===== src/sv/lede_pkg.sv =====
// ============================================================================
// lede_pkg
// Shared types and constants for the line editor with echo and quit match.
// ============================================================================
package lede_pkg;

   localparam int LINE_LEN_DEF = 32;
   localparam int BYTE_W       = 8;

   localparam logic [BYTE_W-1:0] CHAR_NUL   = 8'h00;
   localparam logic [BYTE_W-1:0] CHAR_BS    = 8'h08;
   localparam logic [BYTE_W-1:0] CHAR_LF    = 8'h0a;
   localparam logic [BYTE_W-1:0] CHAR_CR    = 8'h0d;
   localparam logic [BYTE_W-1:0] CHAR_SPACE = 8'h20;
   localparam logic [BYTE_W-1:0] CHAR_DEL   = 8'h7f;
   localparam logic [BYTE_W-1:0] CHAR_Q     = 8'h71;
   localparam logic [BYTE_W-1:0] CHAR_U     = 8'h75;
   localparam logic [BYTE_W-1:0] CHAR_I     = 8'h69;
   localparam logic [BYTE_W-1:0] CHAR_T     = 8'h74;
   localparam logic [BYTE_W-1:0] CHAR_E     = 8'h65;
   localparam logic [BYTE_W-1:0] CHAR_X     = 8'h78;

   typedef enum logic [3:0] {
      ST_IDLE,
      ST_DISPATCH,
      ST_BS1,
      ST_BS2,
      ST_BS3,
      ST_CR,
      ST_CR_LF,
      ST_ECHO_END,
      ST_ECHO_CHAR,
      ST_RD,
      ST_RD_EMIT,
      ST_CRLF_CR,
      ST_CRLF_LF
   } state_type;

   typedef enum logic [2:0] {
      SEL_BS,
      SEL_SPACE,
      SEL_CR,
      SEL_LF,
      SEL_RX,
      SEL_MEM
   } emit_sel_type;

   // Commands from the controller to the datapath.
   typedef struct packed {
      logic         capture;
      logic         store;
      logic         erase;
      logic         clear_line;
      logic         halt;
      logic         idx_clear;
      logic         rd;
      logic         emit;
      emit_sel_type sel;
      logic         last;
      logic         quit;
   } cmd_type;

   // Status from the datapath to the controller.
   typedef struct packed {
      logic is_erase;
      logic is_cr;
      logic is_end;
      logic fill_zero;
      logic fill_full;
      logic quit_match;
      logic idx_done;
      logic halted;
      logic slot_free;
   } status_type;

endpackage


===== src/sv/lede_req_if.sv =====
// ============================================================================
// lede_req_if
// Valid/ready channel that carries one received byte per word.
// ============================================================================
interface lede_req_if;
   logic                         valid;
   logic                         ready;
   logic [lede_pkg::BYTE_W-1:0]  rx_byte;

   modport source (output valid, output rx_byte, input ready);
   modport sink   (input valid, input rx_byte, output ready);
endinterface


===== src/sv/lede_rsp_if.sv =====
// ============================================================================
// lede_rsp_if
// Valid/ready channel that carries one transmit byte and its marks per word.
// ============================================================================
interface lede_rsp_if;
   logic                         valid;
   logic                         ready;
   logic [lede_pkg::BYTE_W-1:0]  tx_byte;
   logic                         last;
   logic                         quit_seen;

   modport source (output valid, output tx_byte, output last, output quit_seen,
                   input ready);
   modport sink   (input valid, input tx_byte, input last, input quit_seen,
                   output ready);
endinterface


===== src/sv/lede_ctrl.sv =====
// ============================================================================
// lede_ctrl
// Controller: sequences echo, erase and line replay one byte at a time.
// ============================================================================
module lede_ctrl (
   input  logic                 clock,
   input  logic                 reset,
   input  logic                 req_valid,
   output logic                 req_ready,
   input  lede_pkg::status_type status,
   output lede_pkg::cmd_type    cmd
);

   lede_pkg::state_type state_ff, state_in;

   always_ff @(posedge clock) begin
      if (reset) begin
         state_ff <= lede_pkg::ST_IDLE;
      end else begin
         state_ff <= state_in;
      end
   end

   always_comb begin
      state_in  = state_ff;
      cmd       = '0;
      cmd.sel   = lede_pkg::SEL_RX;
      req_ready = 1'b0;
      case (state_ff)
         lede_pkg::ST_IDLE: begin
            req_ready   = 1'b1;
            cmd.capture = req_valid;
            if (req_valid) begin
               state_in = lede_pkg::ST_DISPATCH;
            end
         end
         lede_pkg::ST_DISPATCH: begin
            if (status.halted) begin
               state_in = lede_pkg::ST_IDLE;
            end else if (status.is_erase) begin
               if (status.fill_zero) begin
                  state_in = lede_pkg::ST_IDLE;
               end else begin
                  cmd.erase = 1'b1;
                  state_in  = lede_pkg::ST_BS1;
               end
            end else if (status.is_cr) begin
               state_in = lede_pkg::ST_CR;
            end else if (status.is_end) begin
               state_in = lede_pkg::ST_ECHO_END;
            end else begin
               cmd.store = 1'b1;
               state_in  = lede_pkg::ST_ECHO_CHAR;
            end
         end
         lede_pkg::ST_BS1: begin
            cmd.sel = lede_pkg::SEL_BS;
            if (status.slot_free) begin
               cmd.emit = 1'b1;
               state_in = lede_pkg::ST_BS2;
            end
         end
         lede_pkg::ST_BS2: begin
            cmd.sel = lede_pkg::SEL_SPACE;
            if (status.slot_free) begin
               cmd.emit = 1'b1;
               state_in = lede_pkg::ST_BS3;
            end
         end
         lede_pkg::ST_BS3: begin
            cmd.sel  = lede_pkg::SEL_BS;
            cmd.last = 1'b1;
            if (status.slot_free) begin
               cmd.emit = 1'b1;
               state_in = lede_pkg::ST_IDLE;
            end
         end
         lede_pkg::ST_CR: begin
            cmd.sel = lede_pkg::SEL_CR;
            if (status.slot_free) begin
               cmd.emit = 1'b1;
               state_in = lede_pkg::ST_CR_LF;
            end
         end
         lede_pkg::ST_CR_LF, lede_pkg::ST_ECHO_END, lede_pkg::ST_ECHO_CHAR: begin
            // Last echo byte of the input. A line end, or a byte that fills the store,
            // either halts on a quit word or starts the replay of the stored line.
            cmd.sel = (state_ff == lede_pkg::ST_CR_LF) ? lede_pkg::SEL_LF
                                                       : lede_pkg::SEL_RX;
            if (state_ff == lede_pkg::ST_ECHO_CHAR && !status.fill_full) begin
               cmd.last = 1'b1;
               if (status.slot_free) begin
                  cmd.emit = 1'b1;
                  state_in = lede_pkg::ST_IDLE;
               end
            end else begin
               cmd.last = status.quit_match;
               cmd.quit = status.quit_match;
               if (status.slot_free) begin
                  cmd.emit = 1'b1;
                  if (status.quit_match) begin
                     cmd.halt       = 1'b1;
                     cmd.clear_line = 1'b1;
                     state_in       = lede_pkg::ST_IDLE;
                  end else begin
                     cmd.idx_clear = 1'b1;
                     state_in      = lede_pkg::ST_RD;
                  end
               end
            end
         end
         lede_pkg::ST_RD: begin
            if (status.idx_done) begin
               state_in = lede_pkg::ST_CRLF_CR;
            end else begin
               cmd.rd   = 1'b1;
               state_in = lede_pkg::ST_RD_EMIT;
            end
         end
         lede_pkg::ST_RD_EMIT: begin
            cmd.sel = lede_pkg::SEL_MEM;
            if (status.slot_free) begin
               cmd.emit = 1'b1;
               state_in = lede_pkg::ST_RD;
            end
         end
         lede_pkg::ST_CRLF_CR: begin
            cmd.sel = lede_pkg::SEL_CR;
            if (status.slot_free) begin
               cmd.emit = 1'b1;
               state_in = lede_pkg::ST_CRLF_LF;
            end
         end
         lede_pkg::ST_CRLF_LF: begin
            cmd.sel  = lede_pkg::SEL_LF;
            cmd.last = 1'b1;
            if (status.slot_free) begin
               cmd.emit       = 1'b1;
               cmd.clear_line = 1'b1;
               state_in       = lede_pkg::ST_IDLE;
            end
         end
         default: begin
            state_in = lede_pkg::ST_IDLE;
         end
      endcase
   end

endmodule


===== src/sv/lede_dp.sv =====
// ============================================================================
// lede_dp
// Datapath: line store, fill count, quit-word match and output register.
// ============================================================================
module lede_dp #(
   parameter int LINE_LEN = lede_pkg::LINE_LEN_DEF
) (
   input  logic                         clock,
   input  logic                         reset,
   input  logic [lede_pkg::BYTE_W-1:0]  rx_byte,
   input  lede_pkg::cmd_type            cmd,
   output lede_pkg::status_type         status,
   input  logic                         rsp_ready,
   output logic                         rsp_valid,
   output logic [lede_pkg::BYTE_W-1:0]  tx_byte,
   output logic                         last,
   output logic                         quit_seen
);

   localparam int DEPTH  = LINE_LEN - 1;
   localparam int FILL_W = $clog2(LINE_LEN);
   localparam int IDX_W  = $clog2(DEPTH);
   localparam int HEAD_N = 4;

   logic [lede_pkg::BYTE_W-1:0] store_mem [DEPTH];
   logic [lede_pkg::BYTE_W-1:0] rd_data_ff;
   logic [lede_pkg::BYTE_W-1:0] rx_ff;
   logic [lede_pkg::BYTE_W-1:0] head_ff [HEAD_N];

   logic [FILL_W-1:0] fill_ff, fill_in;
   logic [FILL_W-1:0] idx_ff, idx_in;
   logic              halted_ff, halted_in;
   logic              valid_ff, valid_in;
   logic [lede_pkg::BYTE_W-1:0] tx_ff, tx_in;
   logic              last_ff, last_in;
   logic              quit_ff, quit_in;

   logic is_quit, is_q, is_exit;

   // Line store: written at the fill position, read during replay.
   always_ff @(posedge clock) begin
      if (cmd.store) begin
         store_mem[fill_ff[IDX_W-1:0]] <= rx_ff;
      end
      if (cmd.rd) begin
         rd_data_ff <= store_mem[idx_ff[IDX_W-1:0]];
      end
   end

   // The first few bytes of the line are also kept in flops for the match.
   always_ff @(posedge clock) begin
      if (cmd.capture) begin
         rx_ff <= rx_byte;
      end
      if (cmd.store && fill_ff < FILL_W'(HEAD_N)) begin
         head_ff[fill_ff[1:0]] <= rx_ff;
      end
   end

   always_comb begin
      is_quit = fill_ff == FILL_W'(4) && head_ff[0] == lede_pkg::CHAR_Q &&
                head_ff[1] == lede_pkg::CHAR_U && head_ff[2] == lede_pkg::CHAR_I &&
                head_ff[3] == lede_pkg::CHAR_T;
      is_exit = fill_ff == FILL_W'(4) && head_ff[0] == lede_pkg::CHAR_E &&
                head_ff[1] == lede_pkg::CHAR_X && head_ff[2] == lede_pkg::CHAR_I &&
                head_ff[3] == lede_pkg::CHAR_T;
      is_q    = fill_ff == FILL_W'(1) && head_ff[0] == lede_pkg::CHAR_Q;
   end

   always_comb begin
      fill_in = fill_ff;
      if (cmd.clear_line) begin
         fill_in = '0;
      end else if (cmd.store) begin
         fill_in = fill_ff + 1'b1;
      end else if (cmd.erase) begin
         fill_in = fill_ff - 1'b1;
      end

      idx_in = idx_ff;
      if (cmd.idx_clear) begin
         idx_in = '0;
      end else if (cmd.rd) begin
         idx_in = idx_ff + 1'b1;
      end

      halted_in = halted_ff | cmd.halt;

      valid_in = valid_ff;
      tx_in    = tx_ff;
      last_in  = last_ff;
      quit_in  = quit_ff;
      if (cmd.emit) begin
         valid_in = 1'b1;
         last_in  = cmd.last;
         quit_in  = cmd.quit;
         case (cmd.sel)
            lede_pkg::SEL_BS:    tx_in = lede_pkg::CHAR_BS;
            lede_pkg::SEL_SPACE: tx_in = lede_pkg::CHAR_SPACE;
            lede_pkg::SEL_CR:    tx_in = lede_pkg::CHAR_CR;
            lede_pkg::SEL_LF:    tx_in = lede_pkg::CHAR_LF;
            lede_pkg::SEL_MEM:   tx_in = rd_data_ff;
            default:             tx_in = rx_ff;
         endcase
      end else if (rsp_ready) begin
         valid_in = 1'b0;
      end
   end

   always_ff @(posedge clock) begin
      if (reset) begin
         fill_ff   <= '0;
         halted_ff <= 1'b0;
         valid_ff  <= 1'b0;
      end else begin
         fill_ff   <= fill_in;
         halted_ff <= halted_in;
         valid_ff  <= valid_in;
      end
   end

   always_ff @(posedge clock) begin
      idx_ff  <= idx_in;
      tx_ff   <= tx_in;
      last_ff <= last_in;
      quit_ff <= quit_in;
   end

   always_comb begin
      status.is_erase   = rx_ff == lede_pkg::CHAR_DEL || rx_ff == lede_pkg::CHAR_BS;
      status.is_cr      = rx_ff == lede_pkg::CHAR_CR;
      status.is_end     = rx_ff == lede_pkg::CHAR_NUL || rx_ff == lede_pkg::CHAR_LF;
      status.fill_zero  = fill_ff == '0;
      status.fill_full  = fill_ff == FILL_W'(DEPTH);
      status.quit_match = is_quit || is_q || is_exit;
      status.idx_done   = idx_ff == fill_ff;
      status.halted     = halted_ff;
      status.slot_free  = !valid_ff || rsp_ready;
   end

   assign rsp_valid = valid_ff;
   assign tx_byte   = tx_ff;
   assign last      = last_ff;
   assign quit_seen = quit_ff;

   // A new word never overwrites one that is still waiting at the output.
   a_emit_slot: assert property (@(posedge clock) disable iff (reset)
      cmd.emit |-> (!valid_ff || rsp_ready))
      else $error("word emitted into a full output register");

   // Once halted, the block stays halted until reset.
   a_halt_sticky: assert property (@(posedge clock) disable iff (reset)
      halted_ff |=> halted_ff)
      else $error("halted flag dropped");

   // The fill count never grows beyond the store depth.
   a_fill_range: assert property (@(posedge clock) disable iff (reset)
      cmd.store |-> fill_ff < FILL_W'(DEPTH))
      else $error("store write with a full line");

   // A quit mark only ever rides on the final word of an input.
   a_quit_last: assert property (@(posedge clock) disable iff (reset)
      (valid_ff && quit_ff) |-> last_ff)
      else $error("quit mark without last mark");

endmodule


===== src/sv/line_editor_echo_with_quit_match.sv =====
// ============================================================================
// line_editor_echo_with_quit_match
// Terminal line editor that echoes received bytes and detects quit words.
// ============================================================================
// Each received byte takes one pass of the controller and yields zero or more
// transmit words, the final one marked with last. An ordinary byte is stored
// and echoed, an erase sends BS, space and BS, and an erase on an empty line
// or any byte after a halt sends nothing. A line end echoes itself (NUL or
// LF) or CR and LF (CR), then, unless the line is a quit word, replays each
// stored byte, reading it from the store and then emitting it, sees that the
// replay is done and sends a closing CR LF. A line that fills the store with
// LINE_LEN-1 bytes is the longest case. The replay pace is set by the line
// store's single registered read port, which fetches each byte into a read
// register before it enters the one-word output register. Each step that
// emits a word waits for a free output slot. A new byte is taken whenever
// the controller is idle, even while the last word of the previous byte
// still sits in the output register. After a line equal to "quit", "q" or
// "exit" the block marks quit_seen on its final echo word and then silently
// drops every further byte until reset.
// ============================================================================
module line_editor_echo_with_quit_match #(
   parameter int LINE_LEN = lede_pkg::LINE_LEN_DEF
) (
   input  logic        clock,
   input  logic        reset,
   lede_req_if.sink    req_ch,
   lede_rsp_if.source  rsp_ch
);

   lede_pkg::cmd_type    cmd;
   lede_pkg::status_type status;

   // The controller decides which word goes out next; the datapath holds the
   // line, the counters and the output register.
   lede_ctrl u_ctrl (
      .clock     (clock),
      .reset     (reset),
      .req_valid (req_ch.valid),
      .req_ready (req_ch.ready),
      .status    (status),
      .cmd       (cmd)
   );

   lede_dp #(
      .LINE_LEN (LINE_LEN)
   ) u_dp (
      .clock     (clock),
      .reset     (reset),
      .rx_byte   (req_ch.rx_byte),
      .cmd       (cmd),
      .status    (status),
      .rsp_ready (rsp_ch.ready),
      .rsp_valid (rsp_ch.valid),
      .tx_byte   (rsp_ch.tx_byte),
      .last      (rsp_ch.last),
      .quit_seen (rsp_ch.quit_seen)
   );

endmodule

===== src/flat_wrapper.sv =====
// flat-port wrapper written by rule: the top's interface ports become plain ports
module line_editor_echo_with_quit_match_flat 
#(
   parameter int LINE_LEN = lede_pkg::LINE_LEN_DEF
)
  (clock, reset, req_ch_valid, req_ch_rx_byte, req_ch_ready, rsp_ch_valid, rsp_ch_tx_byte, rsp_ch_last, rsp_ch_quit_seen, rsp_ch_ready);
  lede_req_if req_ch_i ();
  lede_rsp_if rsp_ch_i ();
  input  logic clock;
  input  logic reset;
  input wire logic [$bits(req_ch_i.valid)-1:0] req_ch_valid;
  input wire logic [$bits(req_ch_i.rx_byte)-1:0] req_ch_rx_byte;
  output wire logic [$bits(req_ch_i.ready)-1:0] req_ch_ready;
  output wire logic [$bits(rsp_ch_i.valid)-1:0] rsp_ch_valid;
  output wire logic [$bits(rsp_ch_i.tx_byte)-1:0] rsp_ch_tx_byte;
  output wire logic [$bits(rsp_ch_i.last)-1:0] rsp_ch_last;
  output wire logic [$bits(rsp_ch_i.quit_seen)-1:0] rsp_ch_quit_seen;
  input wire logic [$bits(rsp_ch_i.ready)-1:0] rsp_ch_ready;
  assign req_ch_i.valid = req_ch_valid;
  assign req_ch_i.rx_byte = req_ch_rx_byte;
  assign req_ch_ready = req_ch_i.ready;
  assign rsp_ch_valid = rsp_ch_i.valid;
  assign rsp_ch_tx_byte = rsp_ch_i.tx_byte;
  assign rsp_ch_last = rsp_ch_i.last;
  assign rsp_ch_quit_seen = rsp_ch_i.quit_seen;
  assign rsp_ch_i.ready = rsp_ch_ready;
  line_editor_echo_with_quit_match #(.LINE_LEN(LINE_LEN)) u_core (.clock(clock), .reset(reset), .req_ch(req_ch_i), .rsp_ch(rsp_ch_i));
endmodule

===== config.mk =====
export PLATFORM = sky130hd
export DESIGN_NAME = line_editor_echo_with_quit_match_flat
export DESIGN_NICKNAME = d
export VERILOG_FILES = /design/src/sv/lede_pkg.sv /design/src/sv/lede_req_if.sv /design/src/sv/lede_rsp_if.sv /design/src/sv/lede_ctrl.sv /design/src/sv/lede_dp.sv /design/src/sv/line_editor_echo_with_quit_match.sv /design/src/flat_wrapper.sv
export SDC_FILE = /design/constraint.sdc
export NUM_CORES = 1
export LEC_CHECK = 0
export BUFFER_PORTS_ARGS = -buffer_cell sky130_fd_sc_hd__buf_2
export CORE_UTILIZATION = 40
export DETAILED_ROUTE_END_ITERATION = 10
export SYNTH_ARGS = -nofsm -noshare
export SYNTH_HDL_FRONTEND = slang
export SYNTH_SLANG_ARGS = --single-unit

===== constraint.sdc =====
create_clock -name clock -period 4.31 [get_ports clock]
set_input_delay 1.293 -clock clock [delete_from_list [all_inputs] [get_ports clock]]
set_output_delay 1.293 -clock clock [all_outputs]
set_load 0.01 [all_outputs]

# After elaboration in Yosys (flattened, before gate mapping)
# Memories as Yosys holds them, arrays and structs flattened. A register that Yosys moved wholly into a read port is not among the register bits.
# Cells that the tools add are included.
dict set report classes {
  add_sub_neg 3
  n_lt_le_gt_ge 1
  n_eq_ne 37
  mux 48
  n_bitwise 2
  reduce_logical 31
}
# op n
set ops {}
lappend ops {{$eq A8 B7 Y1 const B} 7}
lappend ops {{$mux W4} 14}
lappend ops {{$pmux W4 S10} 1}
lappend ops {{$pmux W8 S5} 1}
lappend ops {{$eq A8 B4 Y1 const B} 3}
lappend ops {{$pmux W4 S6} 1}
lappend ops {{$eq A4 B4 Y1 const B} 5}
lappend ops {{$mux W1} 19}
lappend ops {{$eq A4 B3 Y1 const B} 4}
lappend ops {{$logic_and A1 B1 Y1} 11}
lappend ops {{$add A5 B1 Y5 const B} 2}
lappend ops {{$mux W2} 5}
lappend ops {{$mux W5} 2}
lappend ops {{$ne A2 B1 Y1 const B} 5}
lappend ops {{$reduce_or A2 Y1} 5}
lappend ops {{$mux W3} 3}
lappend ops {{$eq A4 B2 Y1 const B} 2}
lappend ops {{$logic_not A8 Y1} 1}
lappend ops {{$reduce_and A7 Y1} 1}
lappend ops {{$eq A3 B2 Y1 const B} 2}
lappend ops {{$eq A5 B1 Y1 const B} 1}
lappend ops {{$eq A5 B3 Y1 const B} 1}
lappend ops {{$eq A5 B5 Y1} 1}
lappend ops {{$eq A5 B5 Y1 const B} 1}
lappend ops {{other kinds (17)} 24}
dict set report totals {
  register_bits 34
  ram_bits 280
  inputBits 12
  word_cells 133
  memories 2
}
# memory depth word_bits read_ports rd_clocked_by_memory_dff wr line
set memory_table {}
lappend memory_table {u_core.u_dp.store_mem 31 8 1 1 1 lede_dp.sv:25} ;# logic [lede_pkg::BYTE_W-1:0] store_mem [DEPTH];
lappend memory_table {u_core.u_dp.head_ff 4 8 4 0 1 lede_dp.sv:28} ;# logic [lede_pkg::BYTE_W-1:0] head_ff [HEAD_N];

# Longest topological paths before layout
# An unclocked memory read counts as a cell.
dict set report logic_depth {
  depth_word 13
  ltp_mapped 10
  ltp_nobuf 9
}

# By module
# A second synthesis with hierarchy kept.
dict set report hier_totals {
  cells_unflattened 796
  hier_area_um2 13270.2
}
# module instances cells_each area_per_inst_um2 seq_area_each_um2
set by_module_without_submodules {}
lappend by_module_without_submodules {lede_dp 1 700 12597.1 9429.0}
lappend by_module_without_submodules {lede_ctrl 1 96 673.1 80.1}

# Worst setup path before layout
# OpenSTA, ideal clock, no wires.
dict set report synth_timing {
  kind {register to register}
  startpoint {register u_core.u_dp.rx_ff[1] (netlist name)}
  endpoint {memory u_core.u_dp.store_mem[10][0] (netlist name), enable pin}
  arrival_ns 2.510
  slack_ns 1.430
  path_stages_with_launch 8
  synth_period_minus_slack_ns 2.880
  cell_sequence {edfxtp_1 -> buf_2 -> and4b_1 -> o31ai_1 -> and3_1 -> clkbuf_1 -> nand2_1 -> nor2_1}
}
dict set report synth_via {
  elab_chain_cells 9
  elab_cells_between_ends 14
  classes_between {4 x eq/ne; 7 x mux; 3 x reduce/logical}
}
# item line
set synth_rtl {}
lappend synth_rtl {{start, declared} lede_dp.sv:27} ;# logic [lede_pkg::BYTE_W-1:0] rx_ff;
lappend synth_rtl {{start signal, assigned} lede_dp.sv:53} ;# rx_ff <= rx_byte;
lappend synth_rtl {{$eq A8 B4 Y1 / $logic_not A8 Y1 (equally long branches)} lede_dp.sv:132} ;# status.is_end = rx_ff == lede_pkg::CHAR_NUL || rx_ff == lede_pkg::CHAR_LF;
lappend synth_rtl {{$logic_or A1 B1 Y1} lede_dp.sv:132}
lappend synth_rtl {{$mux W1} lede_ctrl.sv:49} ;# end else if (status.is_end) begin
lappend synth_rtl {{$mux W1} lede_ctrl.sv:47} ;# end else if (status.is_cr) begin
lappend synth_rtl {{$mux W1 (*)} lede_ctrl.sv:40} ;# end else if (status.is_erase) begin
lappend synth_rtl {{$mux W2 (*)} lede_ctrl.sv:38} ;# if (status.halted) begin
lappend synth_rtl {{$mux W2 (*)} lede_ctrl.sv:29} ;# case (state_ff)
lappend synth_rtl {{$mux W1 (*)} lede_dp.sv:42} ;# if (cmd.store) begin
lappend synth_rtl {{$mux W1 (implied by the code) (*)} lede_dp.sv:43} ;# store_mem[fill_ff[IDX_W-1:0]] <= rx_ff;
lappend synth_rtl {{end, declared} lede_dp.sv:25}
# Every way passes the cells marked *; elsewhere a longest branch is shown, timed or not.

# Final worst setup path
dict set report layout_timing {
  startpoint {register u_core.u_ctrl.state_ff[1]}
  endpoint {memory u_core.u_dp.store_mem[18][2] (netlist name), enable pin}
}
dict set report layout_via {
  elab_chain_cells 4
}
# item line
set layout_rtl {}
lappend layout_rtl {{start, declared} lede_ctrl.sv:14} ;# lede_pkg::state_type state_ff, state_in;
lappend layout_rtl {{start signal, assigned} lede_ctrl.sv:18} ;# state_ff <= lede_pkg::ST_IDLE;
lappend layout_rtl {{start signal, assigned} lede_ctrl.sv:20} ;# state_ff <= state_in;
lappend layout_rtl {{$eq A4 B1 Y1} lede_ctrl.sv:29}
lappend layout_rtl {{$mux W2} lede_ctrl.sv:29}
lappend layout_rtl {{$mux W1} lede_dp.sv:42}
lappend layout_rtl {{$mux W1 (implied by the code)} lede_dp.sv:43}
# Every way passes these cells.

==> out/summary.txt <==
status: complete, no violations
I/O Buffers: 23
hold path depth: 2
final hold slack: 0.4766 ns
Post-DP HPWL: 18930 microns
Cell Int Power: 5.824 mW
Fin. Hold Viols: 0
post-synthesis net count: 741
CTS tree: built
clk_skew: 0.01422 ns
Crit-path slowest cell: nor2_1
ys async rst share: 0%
worst slew pin tran: 1.068 ns
post-layout util: 46.35%
DIE AREA: 33400 sq um
Final Power: 7.721 mW
PD cells: 522.5 nW/um^2
reg2reg path depth: 6
# nets final: 777
leakage: 4.649 nW
average size of a mapped cell: 18.10 sq um
root buf cell: clkbuf_16
Critical Path AT: 3.35 ns
VDD IR-drop max: 0.2751 mV
number of global-route vias before repair: 6892
Min Clock Period, post-route: 3.217 ns
I/O pin count: 24
H-tree Lvls: 2
Post-Place Worst Slack: 1.125 ns
first-pass GRT wire length: 45170 microns
Critical R2R Launch: u_core.u_ctrl.state_ff[1]
Post-synth EDFFs: 306
post-synth top area share: 70.32%
Slew headroom: 28.70%
Logic pwr share: 15.8%
synth top area cells: edfxtp_1, mux4_2, dfxtp_1
sw frac: 24.57%
Worst Hold Path EP: u_core.u_dp.halted_ff
Slowest Stage Delay on Critical Path: 0.80 ns
Post-DRT Antenna Nets: 0
row cnt: 65
Hold Path Origin: u_core.u_dp.halted_ff
number of diodes: 0
register area share after synthesis: 72.77%
Initial Util: 40.99%
Remaining DRCs: 0
Multi-input gate area: 3357 sq um
register share of total power: 47.5%
mapped cell area: 13070 sq um
RSZ-0062 raised after global routing: no
drt first pass iters: 6
Final period util: 74.64%
biggest area consumer among synthesized cells: edfxtp_1
number of library cell types mapped by synthesis: 59
# Max-Cap Violations: 0
routed vias: 6864
Setup crit start kind: flip-flop
dpl cells: 1157
CTS buffer count: 34
TNS Setup: 0 ns
final WL: 30200 microns
terminus of the critical flop-to-flop path: u_core.u_dp.store_mem[18][2]
reg2reg setup slack: 1.09 ns
crit path cell chain: buf_4 -> nor2_1 -> and3_1 -> and3_1 -> nand2_1 -> nor2_1
CTS Hold Bufs: 0
post-cts resize count: 0
clock transition at the registers of the reported paths: 0.06 ns
Seq cells post-synth: 322
CTS Buffer Depth: 3
filler cell count: 2683
Core Region: 31880 sq um
critical path fanouts, max: 25
synth warn: 0
crit path capture type: flip-flop
final instance area: 14780 sq um
Avg WL per Cell: 24.79 microns
worst setup margin: 1.093 ns
Final setup violation count: 0
GP Congestion: 0.8387
Clock Sinks: 322
Post-CTS Setup Bufs: 0
Via density: 5.635
Hold WC Path Type: reg2reg
CP Class: reg2reg
DRT iter0 DRCs: 647
synthesis-to-finish area growth: 13.08%
Post-DP Area: 13690 sq um
total area of sequential cells: 9514 sq um
Total Routing Usage GR: 18.71%
Chip Height: 182.7 microns
Final Slew Violations: 0
Mapped Cells: 722
largest net degree at the start of global routing: 40
clock latency on the worst-skew pair: 0.52 ns
fmax: 310.9 MHz
layout cell share with drive strength beyond 1: 21.84%
worst path required time: 4.44 ns
initial antenna violation count: 1
Clock power frac: 36.7%
GRT overflow: 0
Post-synth top flop: edfxtp_1
Die X: 182.7 microns
Finished Layout Cells: 1218
Psw: 1.897 mW
flip-flops by register name (all words and copies together) (netlist names):
signal / cells
u_core.u_dp.tx_byte: 8
u_core.u_dp.head_ff: 32
u_core.u_dp.idx_ff: 5
u_core.u_ctrl.state_ff: 4
u_core.u_dp.fill_ff: 5
u_core.u_dp.last: 1
u_core.u_dp.halted_ff: 1
u_core.u_dp.quit_seen: 1
u_core.u_dp.rx_ff: 8
u_core.u_dp.rd_data_ff: 8
u_core.u_dp.rsp_valid: 1
u_core.u_dp.store_mem: 248
cells in the final DEF (no fill, tap or decap), types with 3 or more instances in the layout:
master / n
a22o_1: 5
nand3_1: 5
clkbuf_16: 37
clkinv_1: 7
edfxtp_1: 306
a211oi_1: 3
a21oi_1: 15
or3_1: 4
nor4bb_1: 5
xnor2_1: 3
buf_4: 15
ha_1: 7
xor2_1: 10
nor4_1: 4
nor3_1: 7
dfxtp_1: 14
nor2b_1: 8
buf_2: 23
nand4_1: 5
and3_1: 5
a22oi_1: 4
mux4_2: 71
nand3b_1: 3
clkinvlp_4: 4
o21ai_0: 23
inv_1: 6
mux2_2: 8
mux2i_1: 14
and4b_1: 3
nor2_1: 67
clkbuf_1: 8
nand2_1: 41
critical path, delay by kind of cell, from the launching register on:
kind          cells  cell delay (ns)
buf+inv           1             0.20
simple gates      5             2.33
flops             1             0.30
cell type report:
class	instances	area share, %
Inverter	6	0.1524
Tap cell	435	3.683
Clock buffer	45	6.469
Clock inverter	16	0.9145
Multi-Input combinational cell	355	22.72
Sequential cell	322	64.39
Timing Repair Buffer	39	1.677
synth_stat cells, types with 4 or more instances:
master    number
nand2_1       41
mux2_2         8
or3_1          4
buf_2          5
nor2b_1        8
clkbuf_1      24
o21ai_0       23
nand4_1        5
nor4bb_1       5
a21oi_1       15
ha_1           7
a22oi_1        4
nand3_1        5
inv_1          6
buf_1          6
nor2_1        67
edfxtp_1     306
xor2_1        10
dfxtp_1       16
nor3_1         7
nor4_1         4
and3_1         5
mux4_2        71
mux2i_1       14
a22o_1         5
worst max path at each step:
stage | from | to | cells past startpoint
6_report | u_core.u_ctrl.state_ff[1] | u_core.u_dp.store_mem[18][2] | 6
5_1_grt | u_core.u_dp.rx_ff[1] | u_core.u_dp.store_mem[18][2] | 5
4_1_cts | u_core.u_dp.rx_ff[2] | u_core.u_dp.store_mem[18][2] | 5
3_5_place_dp | u_core.u_dp.rx_ff[2] | u_core.u_dp.store_mem[18][5] | 5
3_3_place_gp | u_core.u_dp.rx_ff[2] | u_core.u_dp.store_mem[18][0] | 5
2_1_floorplan | u_core.u_dp.rx_ff[1] | u_core.u_dp.store_mem[10][0] | 7
cells by family after synthesis:
logic type / after synthesis / share of synthesized area (%)
and+or+nand+nor: 169 / 6.367
adders and majority gates: 7 / 0.6702
DFF: 322 / 72.77
AOI/OAI and AO/OA: 73 / 3.782
buffers and inverters: 45 / 1.542
xor gates and xnor gates: 13 / 0.8713
muxes: 93 / 14.00
power by group through the flow:
| stage | Combinational, mW | Sequential (mW) | Clock (mW) |
|---|---|---|---|
| global placement | 1.22 | 3.73 | 0 |
| finish | 1.22 | 3.67 | 2.83 |
| global route | 1.29 | 3.68 | 3.00 |
| detailed placement | 1.24 | 3.73 | 0 |
| floorplan | 0.941 | 3.65 | 0 |
| CTS | 1.24 | 3.67 | 2.89 |
metal layers:
layer	track usage (%)	vias up	share of wire, %
li1	-	2968	-
met5	0	-	0.056
met1	25.97	3509	42
met4	6.017	2	3.0
met2	30.23	330	48
met3	3.118	55	7.4
Note: power is estimated with default switching activity, not from simulation.
